--- config.mk ---
export PLATFORM = sky130hd
export DESIGN_NAME = motor_feedback_multiturn_tracker_core
export DESIGN_NICKNAME = d
export VERILOG_FILES = /design/src/design/mfmt_pkg.sv /design/src/design/mfmt_div.sv /design/src/design/motor_feedback_multiturn_tracker_core.sv
export SDC_FILE = /design/constraint.sdc
export NUM_CORES = 2
export LEC_CHECK = 0
export BUFFER_PORTS_ARGS = -buffer_cell sky130_fd_sc_hd__buf_2
export CAP_MARGIN = 20
export CORE_MARGIN = 5
export CORE_UTILIZATION = 60
export CTS_CLUSTER_DIAMETER = 100
export DETAILED_ROUTE_END_ITERATION = 8
export HOLD_SLACK_MARGIN = 0.12
export PLACE_DENSITY = 0.78
export SLEW_MARGIN = 20
export SYNTH_ARGS = -nofsm -noshare
export SYNTH_HDL_FRONTEND = slang
export SYNTH_SLANG_ARGS = --single-unit
--- constraint.sdc ---
create_clock -name clk -period 31.4 [get_ports clk]
set_clock_uncertainty 0.15 [all_clocks]
set_input_delay 3.14 -clock clk [delete_from_list [all_inputs] [get_ports clk]]
set_output_delay 3.14 -clock clk [all_outputs]
set_load 0.005 [all_outputs]
--- src/design/mfmt_pkg.sv ---
// ----------------------------------------------------------------------------
// mfmt_pkg
// Types and constants shared by the multi-turn tracker core and its divider.
// ----------------------------------------------------------------------------
package mfmt_pkg;

  localparam int COUNTS_PER_REV = 8192;
  localparam int ANG_W          = $clog2(COUNTS_PER_REV);
  localparam int TURN_W         = 24;
  localparam int TOTAL_W        = 37;
  localparam int AXIS_W         = 41;
  localparam int ASPD_W         = 24;

  localparam logic [10:0] BASE_ID = 11'h201;
  localparam logic signed [ANG_W:0] HALF_REV = (ANG_W + 1)'(COUNTS_PER_REV / 2);

  // divider: numerator shifted in two bits per cycle
  localparam int NUM_W        = 42;
  localparam int DEN_W        = 10;
  localparam int SPD_NUM_W    = 26;
  localparam int DIGITS_ANGLE = NUM_W / 2;
  localparam int DIGITS_SPEED = SPD_NUM_W / 2;
  localparam int CNT_W        = $clog2(DIGITS_ANGLE + 1);

  localparam logic [1:0] REG_RATIO_HIGH = 2'd0;
  localparam logic [1:0] REG_RATIO_LOW  = 2'd1;
  localparam logic [1:0] REG_TYPE_MASK  = 2'd2;
  localparam logic [1:0] REG_WARMUP     = 2'd3;

  typedef enum logic [3:0] {
    S_IDLE,
    S_UPD,
    S_TOT,
    S_ABS,
    S_MUL,
    S_SUM,
    S_DA_GO,
    S_DA_WAIT,
    S_DS_GO,
    S_DS_WAIT,
    S_FIN,
    S_OUT
  } state_t;

  typedef struct packed {
    logic             start;
    logic [CNT_W-1:0] digits;
  } div_ctrl_t;

  typedef struct packed {
    logic busy;
    logic done;
  } div_stat_t;

endpackage

--- src/design/mfmt_div.sv ---
// ----------------------------------------------------------------------------
// mfmt_div
// Unsigned restoring divider, radix 4: two numerator bits enter per cycle.
// The numerator is left aligned; digits sets how many two-bit steps are run.
// ----------------------------------------------------------------------------
module mfmt_div (
  input  logic                        clk,
  input  logic                        rst_n,
  input  mfmt_pkg::div_ctrl_t         ctrl,
  input  logic [mfmt_pkg::NUM_W-1:0]  num,
  input  logic [mfmt_pkg::DEN_W-1:0]  den,
  output mfmt_pkg::div_stat_t         stat,
  output logic [mfmt_pkg::NUM_W-1:0]  quo
);
  import mfmt_pkg::*;

  logic             busy_r;
  logic [CNT_W-1:0] cnt_r;
  logic [NUM_W-1:0] num_r;
  logic [NUM_W-1:0] quo_r;
  logic [DEN_W-1:0] den_r;
  logic [DEN_W-1:0] rem_r;
  logic [DEN_W-1:0] rem_nxt;
  logic [DEN_W:0]   r1;
  logic [DEN_W:0]   r1s;
  logic [DEN_W:0]   r2;
  logic [DEN_W:0]   r2s;
  logic             q1;
  logic             q2;

  always_comb begin
    r1  = {rem_r, num_r[NUM_W-1]};
    q1  = r1 >= {1'b0, den_r};
    r1s = q1 ? r1 - {1'b0, den_r} : r1;
    r2  = {r1s[DEN_W-1:0], num_r[NUM_W-2]};
    q2  = r2 >= {1'b0, den_r};
    r2s = q2 ? r2 - {1'b0, den_r} : r2;
    rem_nxt = r2s[DEN_W-1:0];
  end

  always_ff @(posedge clk) begin
    if (!rst_n) begin
      busy_r <= 1'b0;
      cnt_r  <= '0;
    end else if (ctrl.start) begin
      busy_r <= 1'b1;
      cnt_r  <= ctrl.digits;
    end else if (busy_r) begin
      cnt_r <= cnt_r - 1'b1;
      if (cnt_r == CNT_W'(1)) begin
        busy_r <= 1'b0;
      end
    end
  end

  always_ff @(posedge clk) begin
    if (ctrl.start) begin
      num_r <= num;
      den_r <= den;
      rem_r <= '0;
      quo_r <= '0;
    end else if (busy_r) begin
      num_r <= {num_r[NUM_W-3:0], 2'b00};
      rem_r <= rem_nxt;
      quo_r <= {quo_r[NUM_W-3:0], q1, q2};
    end
  end

  assign stat = '{busy: busy_r, done: busy_r && (cnt_r == CNT_W'(1))};
  assign quo  = quo_r;

endmodule

--- src/design/motor_feedback_multiturn_tracker_core.sv ---
// ----------------------------------------------------------------------------
// motor_feedback_multiturn_tracker_core
// Multi-turn angle unwrap and output-shaft scaling for motor feedback frames.
// ----------------------------------------------------------------------------
// Input stream: one feedback frame per transfer (identifier plus six bytes of
// big-endian angle, speed and current). Output stream: one result per frame.
// Frames with an identifier outside the motor range return status 1 and all
// other fields zero, leaving the per-motor state untouched.
// A valid identifier passes twice through the shared radix-4 divider, first
// for the 42-bit angle quotient and then for the speed quotient; around
// these lie the input transfer, update, sum, magnitude, multiply-by-45, the
// two divider starts, sign restore and output load. A bad identifier goes
// from the update straight to the output load. No new frame is taken until
// the last one has reached the output register.
// A finished result sits in the output register; the next frame is taken
// while it waits, and the core stalls only when a second result is ready
// before the first has been transferred.
// Reset (synchronous, active low) clears all per-motor state and loads the
// register defaults (ratios 100 and 36, type mask 0, warmup 50).
// Configuration is written over the APB port; the user must write it only
// while the core is idle, since the block itself does not enforce this.
// ----------------------------------------------------------------------------
module motor_feedback_multiturn_tracker_core #(
  parameter int MOTORS = 8
) (
  input  logic          clk,
  input  logic          rst_n,
  // tdata: frame_id[10:0], angle_high[18:11], angle_low[26:19],
  //        speed_high[34:27], speed_low[42:35], current_high[50:43],
  //        current_low[58:51], zero[63:59]
  input  logic          in_tvalid,
  output logic          in_tready,
  input  logic [63:0]   in_tdata,
  // tdata: rotor_counts[12:0], speed_rpm[28:13], current_value[44:29],
  //        turn_count[68:45], rotor_total[105:69], axis_angle_q8[146:106],
  //        axis_speed_q8[170:147], zero[175:171]
  // tuser: status[0], motor_index[3:1], tracking[4]
  output logic          out_tvalid,
  input  logic          out_tready,
  output logic [175:0]  out_tdata,
  output logic [4:0]    out_tuser,
  input  logic          cfg_psel,
  input  logic          cfg_penable,
  input  logic          cfg_pwrite,
  input  logic [3:0]    cfg_paddr,
  input  logic [31:0]   cfg_pwdata,
  output logic [31:0]   cfg_prdata,
  output logic          cfg_pready
);
  import mfmt_pkg::*;

  localparam int MOTOR_W = (MOTORS > 1) ? $clog2(MOTORS) : 1;

  // configuration
  logic [7:0] ratio_hi_r;
  logic [7:0] ratio_lo_r;
  logic [7:0] type_r;
  logic [5:0] warm_r;

  // per-motor state
  logic [5:0]        fcnt_r [MOTORS];
  logic [ANG_W-1:0]  last_r [MOTORS];
  logic [ANG_W-1:0]  offs_r [MOTORS];
  logic [TURN_W-1:0] turn_r [MOTORS];
  logic [15:0]       spds_r [MOTORS];
  logic [15:0]       curs_r [MOTORS];

  state_t state_r, state_nxt;

  // frame capture
  logic [10:0] id_r;
  logic [15:0] ang_raw_r;
  logic [15:0] spd_in_r;
  logic [15:0] cur_in_r;

  // update stage
  logic [11:0]        id_off;
  logic               bad_w;
  logic [MOTOR_W-1:0] mi;
  logic [2:0]         mi3;
  logic               trk_w;
  logic [ANG_W-1:0]   angle_w;
  logic signed [ANG_W:0] diff_w;
  logic [5:0]         fcnt_nxt;
  logic [ANG_W-1:0]   last_nxt;
  logic [ANG_W-1:0]   offs_nxt;
  logic [TURN_W-1:0]  turn_nxt;
  logic [15:0]        spds_nxt;
  logic [15:0]        curs_nxt;
  logic [7:0]         ratio_w;

  logic               bad_r;
  logic               trk_r;
  logic [2:0]         m_r;
  logic [ANG_W-1:0]   angle_r;
  logic [ANG_W-1:0]   lastv_r;
  logic [ANG_W-1:0]   offsv_r;
  logic [TURN_W-1:0]  turnv_r;
  logic [15:0]        spdv_r;
  logic [15:0]        curv_r;
  logic [7:0]         ratio_r;

  // arithmetic stages
  logic [ANG_W:0]       dlo;
  logic [TOTAL_W:0]     sum_w;
  logic [TOTAL_W-1:0]   total_w;
  logic [TOTAL_W-1:0]   total_r;
  logic                 tneg_r;
  logic [TOTAL_W-1:0]   tmag_r;
  logic                 sneg_r;
  logic [15:0]          smag_r;
  logic [NUM_W-1:0]     pa_r;
  logic [NUM_W-1:0]     pb_r;
  logic [NUM_W-1:0]     prod_r;
  logic [AXIS_W-1:0]    qa_r;
  logic [AXIS_W-1:0]    axis_r;
  logic [ASPD_W-1:0]    aspd_r;

  // divider
  div_ctrl_t        div_ctrl;
  div_stat_t        div_stat;
  logic [NUM_W-1:0] div_num;
  logic [NUM_W-1:0] div_quo;

  // output register
  logic         out_valid_r;
  logic [175:0] out_data_r;
  logic [4:0]   out_user_r;
  logic         out_free;

  // --------------------------------------------------------------------------
  // configuration port
  // --------------------------------------------------------------------------
  assign cfg_pready = 1'b1;

  always_ff @(posedge clk) begin
    if (!rst_n) begin
      ratio_hi_r <= 8'd100;
      ratio_lo_r <= 8'd36;
      type_r     <= 8'd0;
      warm_r     <= 6'd50;
    end else if (cfg_psel && cfg_penable && cfg_pwrite && cfg_pready) begin
      unique case (cfg_paddr[3:2])
        REG_RATIO_HIGH: ratio_hi_r <= cfg_pwdata[7:0];
        REG_RATIO_LOW:  ratio_lo_r <= cfg_pwdata[7:0];
        REG_TYPE_MASK:  type_r     <= cfg_pwdata[7:0];
        REG_WARMUP:     warm_r     <= cfg_pwdata[5:0];
      endcase
    end
  end

  always_comb begin
    unique case (cfg_paddr[3:2])
      REG_RATIO_HIGH: cfg_prdata = {24'd0, ratio_hi_r};
      REG_RATIO_LOW:  cfg_prdata = {24'd0, ratio_lo_r};
      REG_TYPE_MASK:  cfg_prdata = {24'd0, type_r};
      REG_WARMUP:     cfg_prdata = {26'd0, warm_r};
    endcase
  end

  // --------------------------------------------------------------------------
  // control
  // --------------------------------------------------------------------------
  assign out_free = !out_valid_r || out_tready;

  always_ff @(posedge clk) begin
    if (!rst_n) begin
      state_r <= S_IDLE;
    end else begin
      state_r <= state_nxt;
    end
  end

  always_comb begin
    state_nxt = state_r;
    unique case (state_r)
      S_IDLE:    if (in_tvalid) state_nxt = S_UPD;
      S_UPD:     state_nxt = bad_w ? S_OUT : S_TOT;
      S_TOT:     state_nxt = S_ABS;
      S_ABS:     state_nxt = S_MUL;
      S_MUL:     state_nxt = S_SUM;
      S_SUM:     state_nxt = S_DA_GO;
      S_DA_GO:   state_nxt = S_DA_WAIT;
      S_DA_WAIT: if (div_stat.done) state_nxt = S_DS_GO;
      S_DS_GO:   state_nxt = S_DS_WAIT;
      S_DS_WAIT: if (div_stat.done) state_nxt = S_FIN;
      S_FIN:     state_nxt = S_OUT;
      S_OUT:     if (out_free) state_nxt = S_IDLE;
      default:   state_nxt = S_IDLE;
    endcase
  end

  always_comb begin
    in_tready       = 1'b0;
    div_ctrl.start  = 1'b0;
    div_ctrl.digits = CNT_W'(DIGITS_ANGLE);
    div_num         = prod_r;
    unique case (state_r)
      S_IDLE:  in_tready = 1'b1;
      S_DA_GO: div_ctrl.start = 1'b1;
      S_DS_GO: begin
        div_ctrl.start  = 1'b1;
        div_ctrl.digits = CNT_W'(DIGITS_SPEED);
        div_num         = {smag_r, {(NUM_W - 16){1'b0}}};
      end
      default: ;
    endcase
  end

  // --------------------------------------------------------------------------
  // state update
  // --------------------------------------------------------------------------
  always_comb begin
    id_off  = {1'b0, id_r} - {1'b0, BASE_ID};
    bad_w   = id_off[11] || (id_off[10:0] >= 11'(MOTORS));
    mi      = id_off[MOTOR_W-1:0];
    mi3     = 3'(mi);
    angle_w = ang_raw_r[ANG_W-1:0];
    trk_w   = fcnt_r[mi] >= warm_r;
    diff_w  = $signed({1'b0, angle_w}) - $signed({1'b0, last_r[mi]});

    fcnt_nxt = fcnt_r[mi];
    last_nxt = angle_w;
    offs_nxt = offs_r[mi];
    turn_nxt = turn_r[mi];
    spds_nxt = spds_r[mi];
    curs_nxt = curs_r[mi];
    if (!trk_w) begin
      offs_nxt = angle_w;
      fcnt_nxt = fcnt_r[mi] + 6'd1;
    end else begin
      spds_nxt = spd_in_r;
      curs_nxt = cur_in_r;
      if (diff_w > HALF_REV) begin
        if (turn_r[mi] != {1'b1, {(TURN_W - 1){1'b0}}}) turn_nxt = turn_r[mi] - 1'b1;
      end else if (diff_w < -HALF_REV) begin
        if (turn_r[mi] != {1'b0, {(TURN_W - 1){1'b1}}}) turn_nxt = turn_r[mi] + 1'b1;
      end
    end

    ratio_w = type_r[mi3] ? ratio_hi_r : ratio_lo_r;
    if (ratio_w == 8'd0) ratio_w = 8'd1;
  end

  always_ff @(posedge clk) begin
    if (!rst_n) begin
      for (int i = 0; i < MOTORS; i++) begin
        fcnt_r[i] <= '0;
        last_r[i] <= '0;
        offs_r[i] <= '0;
        turn_r[i] <= '0;
        spds_r[i] <= '0;
        curs_r[i] <= '0;
      end
    end else if (state_r == S_UPD && !bad_w) begin
      fcnt_r[mi] <= fcnt_nxt;
      last_r[mi] <= last_nxt;
      offs_r[mi] <= offs_nxt;
      turn_r[mi] <= turn_nxt;
      spds_r[mi] <= spds_nxt;
      curs_r[mi] <= curs_nxt;
    end
  end

  // --------------------------------------------------------------------------
  // datapath
  // --------------------------------------------------------------------------
  always_comb begin
    dlo   = {1'b0, lastv_r} - {1'b0, offsv_r};
    sum_w = {turnv_r[TURN_W-1], turnv_r, {ANG_W{1'b0}}}
            + {{(TOTAL_W - ANG_W){dlo[ANG_W]}}, dlo};
    if (sum_w[TOTAL_W] != sum_w[TOTAL_W-1]) begin
      total_w = sum_w[TOTAL_W] ? {1'b1, {(TOTAL_W - 1){1'b0}}}
                               : {1'b0, {(TOTAL_W - 1){1'b1}}};
    end else begin
      total_w = sum_w[TOTAL_W-1:0];
    end
  end

  always_ff @(posedge clk) begin
    unique case (state_r)
      // multi-byte fields arrive high byte first
      S_IDLE: begin
        id_r      <= in_tdata[10:0];
        ang_raw_r <= {in_tdata[18:11], in_tdata[26:19]};
        spd_in_r  <= {in_tdata[34:27], in_tdata[42:35]};
        cur_in_r  <= {in_tdata[50:43], in_tdata[58:51]};
      end
      S_UPD: begin
        bad_r   <= bad_w;
        trk_r   <= trk_w;
        m_r     <= mi3;
        angle_r <= angle_w;
        lastv_r <= last_nxt;
        offsv_r <= offs_nxt;
        turnv_r <= turn_nxt;
        spdv_r  <= spds_nxt;
        curv_r  <= curs_nxt;
        ratio_r <= ratio_w;
      end
      S_TOT: total_r <= total_w;
      S_ABS: begin
        tneg_r <= total_r[TOTAL_W-1];
        tmag_r <= total_r[TOTAL_W-1] ? ~total_r + 1'b1 : total_r;
        sneg_r <= spdv_r[15];
        smag_r <= spdv_r[15] ? ~spdv_r + 1'b1 : spdv_r;
      end
      // |total| * 45 = 32t + 8t + 4t + t
      S_MUL: begin
        pa_r <= {tmag_r, 5'b0} + {2'b0, tmag_r, 3'b0};
        pb_r <= {3'b0, tmag_r, 2'b0} + {5'b0, tmag_r};
      end
      S_SUM:   prod_r <= pa_r + pb_r;
      S_DS_GO: qa_r <= div_quo[AXIS_W-1:0];
      S_FIN: begin
        axis_r <= tneg_r ? ~qa_r + 1'b1 : qa_r;
        aspd_r <= sneg_r ? ~div_quo[ASPD_W-1:0] + 1'b1 : div_quo[ASPD_W-1:0];
      end
      default: ;
    endcase
  end

  // scaled by 4 on both sides: angle divides by 4*ratio, speed*1024 likewise
  mfmt_div u_div (
    .clk   (clk),
    .rst_n (rst_n),
    .ctrl  (div_ctrl),
    .num   (div_num),
    .den   ({ratio_r, 2'b00}),
    .stat  (div_stat),
    .quo   (div_quo)
  );

  // --------------------------------------------------------------------------
  // output register
  // --------------------------------------------------------------------------
  always_ff @(posedge clk) begin
    if (!rst_n) begin
      out_valid_r <= 1'b0;
    end else if (state_r == S_OUT && out_free) begin
      out_valid_r <= 1'b1;
    end else if (out_tready) begin
      out_valid_r <= 1'b0;
    end
  end

  always_ff @(posedge clk) begin
    if (state_r == S_OUT && out_free) begin
      if (bad_r) begin
        out_data_r <= '0;
        out_user_r <= 5'b00001;
      end else begin
        out_data_r <= {5'b0, aspd_r, axis_r, total_r, turnv_r, curv_r, spdv_r, angle_r};
        out_user_r <= {trk_r, m_r, 1'b0};
      end
    end
  end

  assign out_tvalid = out_valid_r;
  assign out_tdata  = out_data_r;
  assign out_tuser  = out_user_r;

  // --------------------------------------------------------------------------
  // assertions
  // --------------------------------------------------------------------------
  a_bad_zero: assert property (@(posedge clk) disable iff (!rst_n)
    out_tvalid && out_tuser[0] |-> out_tdata == '0 && out_tuser[4:1] == '0)
    else $error("bad identifier result carries data");

  a_capture_whole_turns: assert property (@(posedge clk) disable iff (!rst_n)
    out_tvalid && !out_tuser[0] && !out_tuser[4] |-> out_tdata[81:69] == '0)
    else $error("capture phase total not a whole number of turns");

  a_axis_sign: assert property (@(posedge clk) disable iff (!rst_n)
    out_tvalid && !out_tuser[0] |-> out_tdata[146:106] == '0 ||
                                    out_tdata[146] == out_tdata[105])
    else $error("axis angle sign differs from rotor total");

  a_div_idle: assert property (@(posedge clk) disable iff (!rst_n)
    state_r == S_IDLE |-> !div_stat.busy)
    else $error("divider busy while core idle");

endmodule

==> impl_metrics.py <==
metrics = {
    "floorplanning": {
        "design.core.area_mm2": 0.112,
        "die_height_um": 346,
        "floorplan.rows": 123,
        "fp.dieW_um": 346,
        "start_util": 0.602,
        "pin_count": 323,
        "die-area_mm2": 0.120,
    },
    "cells_and_area": {
        "fin_nets": 5877,
        "drive_above_1_share": 0.131,
        "final_cell_mix": "1361 x sky130_fd_sc_hd__edfxtp_1, 824 x sky130_fd_sc_hd__nor2_1, 305 x sky130_fd_sc_hd__nand2_1",
        "area_growth_pct": 11.4,
        "final_common_cell": "sky130_fd_sc_hd__edfxtp_1",
    },
    "clock_network": {
        "cts.htree.levels": 4,
        "number_of_buffers_inserted_for_hold_repair_after_clock_tree_synthesis": 0,
        "clock_sinks": 1453,
        "cts_root_buffer": "sky130_fd_sc_hd__clkbuf_16",
        "clkLatencyLatePin_ns": 0.77,
        "cts_inserted_buffers": 148,
        "clock_tree.buffer_depth": 3,
        "clkTransAtPathRegs_ns": 0.06,
        "cts_repair_resizes": 0,
        "tritoncts": "yes",
        "cts_setup_buffers": 0,
    },
    "power_and_ir_drop": {
        "report.power.total_mw": 7.95,
        "sw_frac_of_total": 0.402,
        "power.combinational.fraction": 0.426,
        "cell_internal_pwr_mw": 4.76,
        "power.ir.vdd_worst_uv": 98.0,
        "p_switching_mw": 3.19,
        "total_leakage_power_nw": 28.1,
        "clkPwrFrac": 0.222,
        "power_density_of_the_placed_cells_mw_per_mm2": 105,
        "share_seq_of_total_power": 0.352,
    },
    "sta": {
        "finalSetupViolations": 0,
        "maxClockFrequency_ghz": 0.124,
        "timing.max_slew.rel_slack": 0.200,
        "period_minus_slack_ns": 8.09,
        "worst_pin_slew_ns": 1.20,
        "timing.setup.tns_ns": 0,
        "maxSlewViolCount": 0,
        "rsz0062_at_grt": "false",
        "final.period_utilization": 0.258,
        "timing.final.hold_violations": 0,
    },
    "routing": {
        "firstDrtPassIters": 6,
        "wirelength_um": 171000,
        "via_count": 44851,
        "postRouteAntennaNets": 0,
        "wl_per_cell_um": 23.6,
        "drt-initial-drc-count": 4927,
        "routed_via_density": 6.20,
        "drc": 0,
    },
    "yosys": {
        "main_synth_ff_type": "sky130_fd_sc_hd__edfxtp_1",
        "synth_cell_types": 96,
        "synth-seq-area-share": 0.631,
        "post_synth_inst_count": 5407,
        "post_synth_instance_area_mm2": 0.0677,
        "ys_async_sr_fraction": 0,
        "yosys_reg_bits": 1453,
        "ys_warn_count": 0,
        "synth_enable_flop_cells": 1361,
        "post_synth.cell_area_avg_um2": 12.5,
    },
    "critical_path": {
        "worst-endpoint-required_ns": 31.70,
        "worstRegToRegCells": 20,
        "setup.worst_path.end_class": "flip-flop",
        "critical_path.max_fanout": 86,
        "setup.worst_path.class": "flip-flop to flip-flop",
        "critical_path_data_arrival_time_ns": 8.40,
        "timing.rr.end": "turn_r[0][6]",
        "reg2reg_slack_ns": 23.31,
        "r2r_start": "id_r[0]",
        "timing.critical_path.from_type": "flip-flop",
    },
    "placement": {
        "place.port_buffers": 258,
        "finalWeightedCongestion": 0.935,
        "hpwl_um": 105000,
    },
    "hold_path": {
        "timing.hold.worst.class": "flip-flop to flip-flop",
        "holdPathEnd": "u_div.den_r[4]",
        "hold-path-cell-count": 0,
        "worst_hold_start": "ratio_r[2]",
    },
    "global_routing": {
        "grt_antenna_before_repair": 16,
        "grt-ovfl-total": 0,
        "via_count_of_the_first_global_routing_pass": 43308,
        "grt_util_all_layers": 0.278,
        "largest_net_degree_at_the_start_of_global_routing": 160,
        "grt_pass1_wl_um": 257000,
    },
    "flow_run": {
        "maxCapViolations": 0,
    },
    "status": {
        "run_status": "complete, no violations",
    },
}
## cell type report
cell class / instances / area, um2
clock inverters: 88 / 915
inverters: 171 / 652
flip-flops and latches: 1453 / 42700
diodes: 8 / 20.0
well taps: 1500 / 1880
multi-input cells: 3503 / 23400
fillers: 7962 / 37000
repair buffers: 331 / 1910
clock buffers: 178 / 3940
## cells in the mapped netlist (29+ instances only)
library cell / count / share of area
sky130_fd_sc_hd__inv_1: 167 / 0.0093
sky130_fd_sc_hd__a31oi_1: 43 / 0.0040
sky130_fd_sc_hd__a22oi_1: 36 / 0.0040
sky130_fd_sc_hd__nand2b_1: 37 / 0.0034
sky130_fd_sc_hd__mux2i_1: 220 / 0.033
sky130_fd_sc_hd__nor3_1: 70 / 0.0052
sky130_fd_sc_hd__a22o_1: 29 / 0.0038
sky130_fd_sc_hd__or3_1: 43 / 0.0040
sky130_fd_sc_hd__o31ai_1: 45 / 0.0050
sky130_fd_sc_hd__and3_1: 91 / 0.0084
sky130_fd_sc_hd__nor2b_1: 219 / 0.020
sky130_fd_sc_hd__edfxtp_1: 1361 / 0.60
sky130_fd_sc_hd__mux4_2: 73 / 0.024
sky130_fd_sc_hd__xor2_1: 58 / 0.0075
sky130_fd_sc_hd__nand4_1: 38 / 0.0035
sky130_fd_sc_hd__a21o_1: 53 / 0.0059
sky130_fd_sc_hd__nor2_1: 832 / 0.046
sky130_fd_sc_hd__a21oi_1: 240 / 0.018
sky130_fd_sc_hd__nand3_1: 84 / 0.0062
sky130_fd_sc_hd__buf_4: 38 / 0.0042
sky130_fd_sc_hd__dfxtp_1: 92 / 0.027
sky130_fd_sc_hd__and2_1: 51 / 0.0047
sky130_fd_sc_hd__clkbuf_1: 208 / 0.012
sky130_fd_sc_hd__ha_1: 155 / 0.029
sky130_fd_sc_hd__o21ai_0: 145 / 0.011
sky130_fd_sc_hd__nand2_1: 320 / 0.018
sky130_fd_sc_hd__mux2_2: 36 / 0.0060
sky130_fd_sc_hd__xnor2_1: 172 / 0.022
sky130_fd_sc_hd__buf_1: 45 / 0.0025
## per-stage QoR
step                      area, um2  hold WS, ns  setup slack, ns  std cells   util
final                         75400        0.271            23.31       7232  0.671
after global routing          75400        0.278            22.94       7225  0.671
after CTS                     75300        0.272            23.45       7222  0.670
after detailed placement      70500        0.257            23.45       6956  0.627
after global placement        70500        0.254            23.48       6956  0.627
after floorplan               67800        0.250            19.51       5435      -
## power by group through the flow
stage / Combinational (mW) / Sequential (mW) / Clock, mW
2_1_floorplan: 2.43 / 2.74 / 0
3_3_place_gp: 3.24 / 2.82 / 0
3_5_place_dp: 3.31 / 2.83 / 0
4_1_cts: 3.33 / 2.79 / 1.78
5_1_grt: 3.67 / 2.82 / 1.86
6_report: 3.39 / 2.80 / 1.76
## worst max-delay path, cell delays in order (launching register included)
cell                       delay, ns
sky130_fd_sc_hd__edfxtp_1       0.54
sky130_fd_sc_hd__inv_2          0.36
sky130_fd_sc_hd__ha_4           0.33
sky130_fd_sc_hd__inv_4          0.38
sky130_fd_sc_hd__buf_12         0.48
sky130_fd_sc_hd__nand2_1        0.51
sky130_fd_sc_hd__nor2_1         0.21
sky130_fd_sc_hd__buf_4          0.39
sky130_fd_sc_hd__a221o_1        0.38
sky130_fd_sc_hd__ha_1           0.19
sky130_fd_sc_hd__nand2_1        0.06
sky130_fd_sc_hd__o21a_1         0.16
sky130_fd_sc_hd__o21a_2         0.20
sky130_fd_sc_hd__buf_4          0.39
sky130_fd_sc_hd__inv_2          0.92
sky130_fd_sc_hd__o31ai_1        0.23
sky130_fd_sc_hd__buf_4          0.24
sky130_fd_sc_hd__or4_1          0.44
sky130_fd_sc_hd__o31a_1         0.15
sky130_fd_sc_hd__xnor2_1        0.72
sky130_fd_sc_hd__nor2_1         0.13
## layer usage
| metal | global-route usage | vias up | wire length, um | part of all wire |
|---|---|---|---|---|
| li1 | - | 20251 | - | - |
| met1 | 0.377 | 21736 | 65200 | 0.38 |
| met2 | 0.448 | 2436 | 80200 | 0.47 |
| met3 | 0.0561 | 424 | 18400 | 0.11 |
| met4 | 0.108 | 4 | 6870 | 0.040 |
| met5 | 0 | - | 32 | 0.00019 |
## sequential cells by signal, summed over array words and instances (netlist names), 42 cells and up
register and count:
turn_r 192, offs_r 104, fcnt_r 48, curs_r 128
spds_r 128, prod_r 42, out_tdata 171, u_div.num_r 42
last_r 104
## kinds of logic after synthesis
group	share of synthesized area
AOI/OAI and AO/OA	0.0845
xor gates and xnor gates	0.0305
adders and majority gates	0.0307
buffers and inverters	0.0293
DFF	0.631
muxes	0.0638
other	0.000111
and+or+nand+nor	0.130
## worst max-delay path by stage
| stage | start | end | slack, ns |
|---|---|---|---|
| 3_5_place_dp | id_r[0] | turnv_r[9] | 23.45 |
| 3_3_place_gp | id_r[0] | turnv_r[9] | 23.48 |
| 6_report | id_r[0] | turn_r[0][6] | 23.31 |
| 4_1_cts | id_r[0] | turn_r[2][10] | 23.45 |
| 5_1_grt | id_r[0] | turnv_r[10] | 22.94 |
| 2_1_floorplan | out_tready | out_tdata[0] | 19.51 |
No activity file was read; power rests on OpenSTA's default activity.
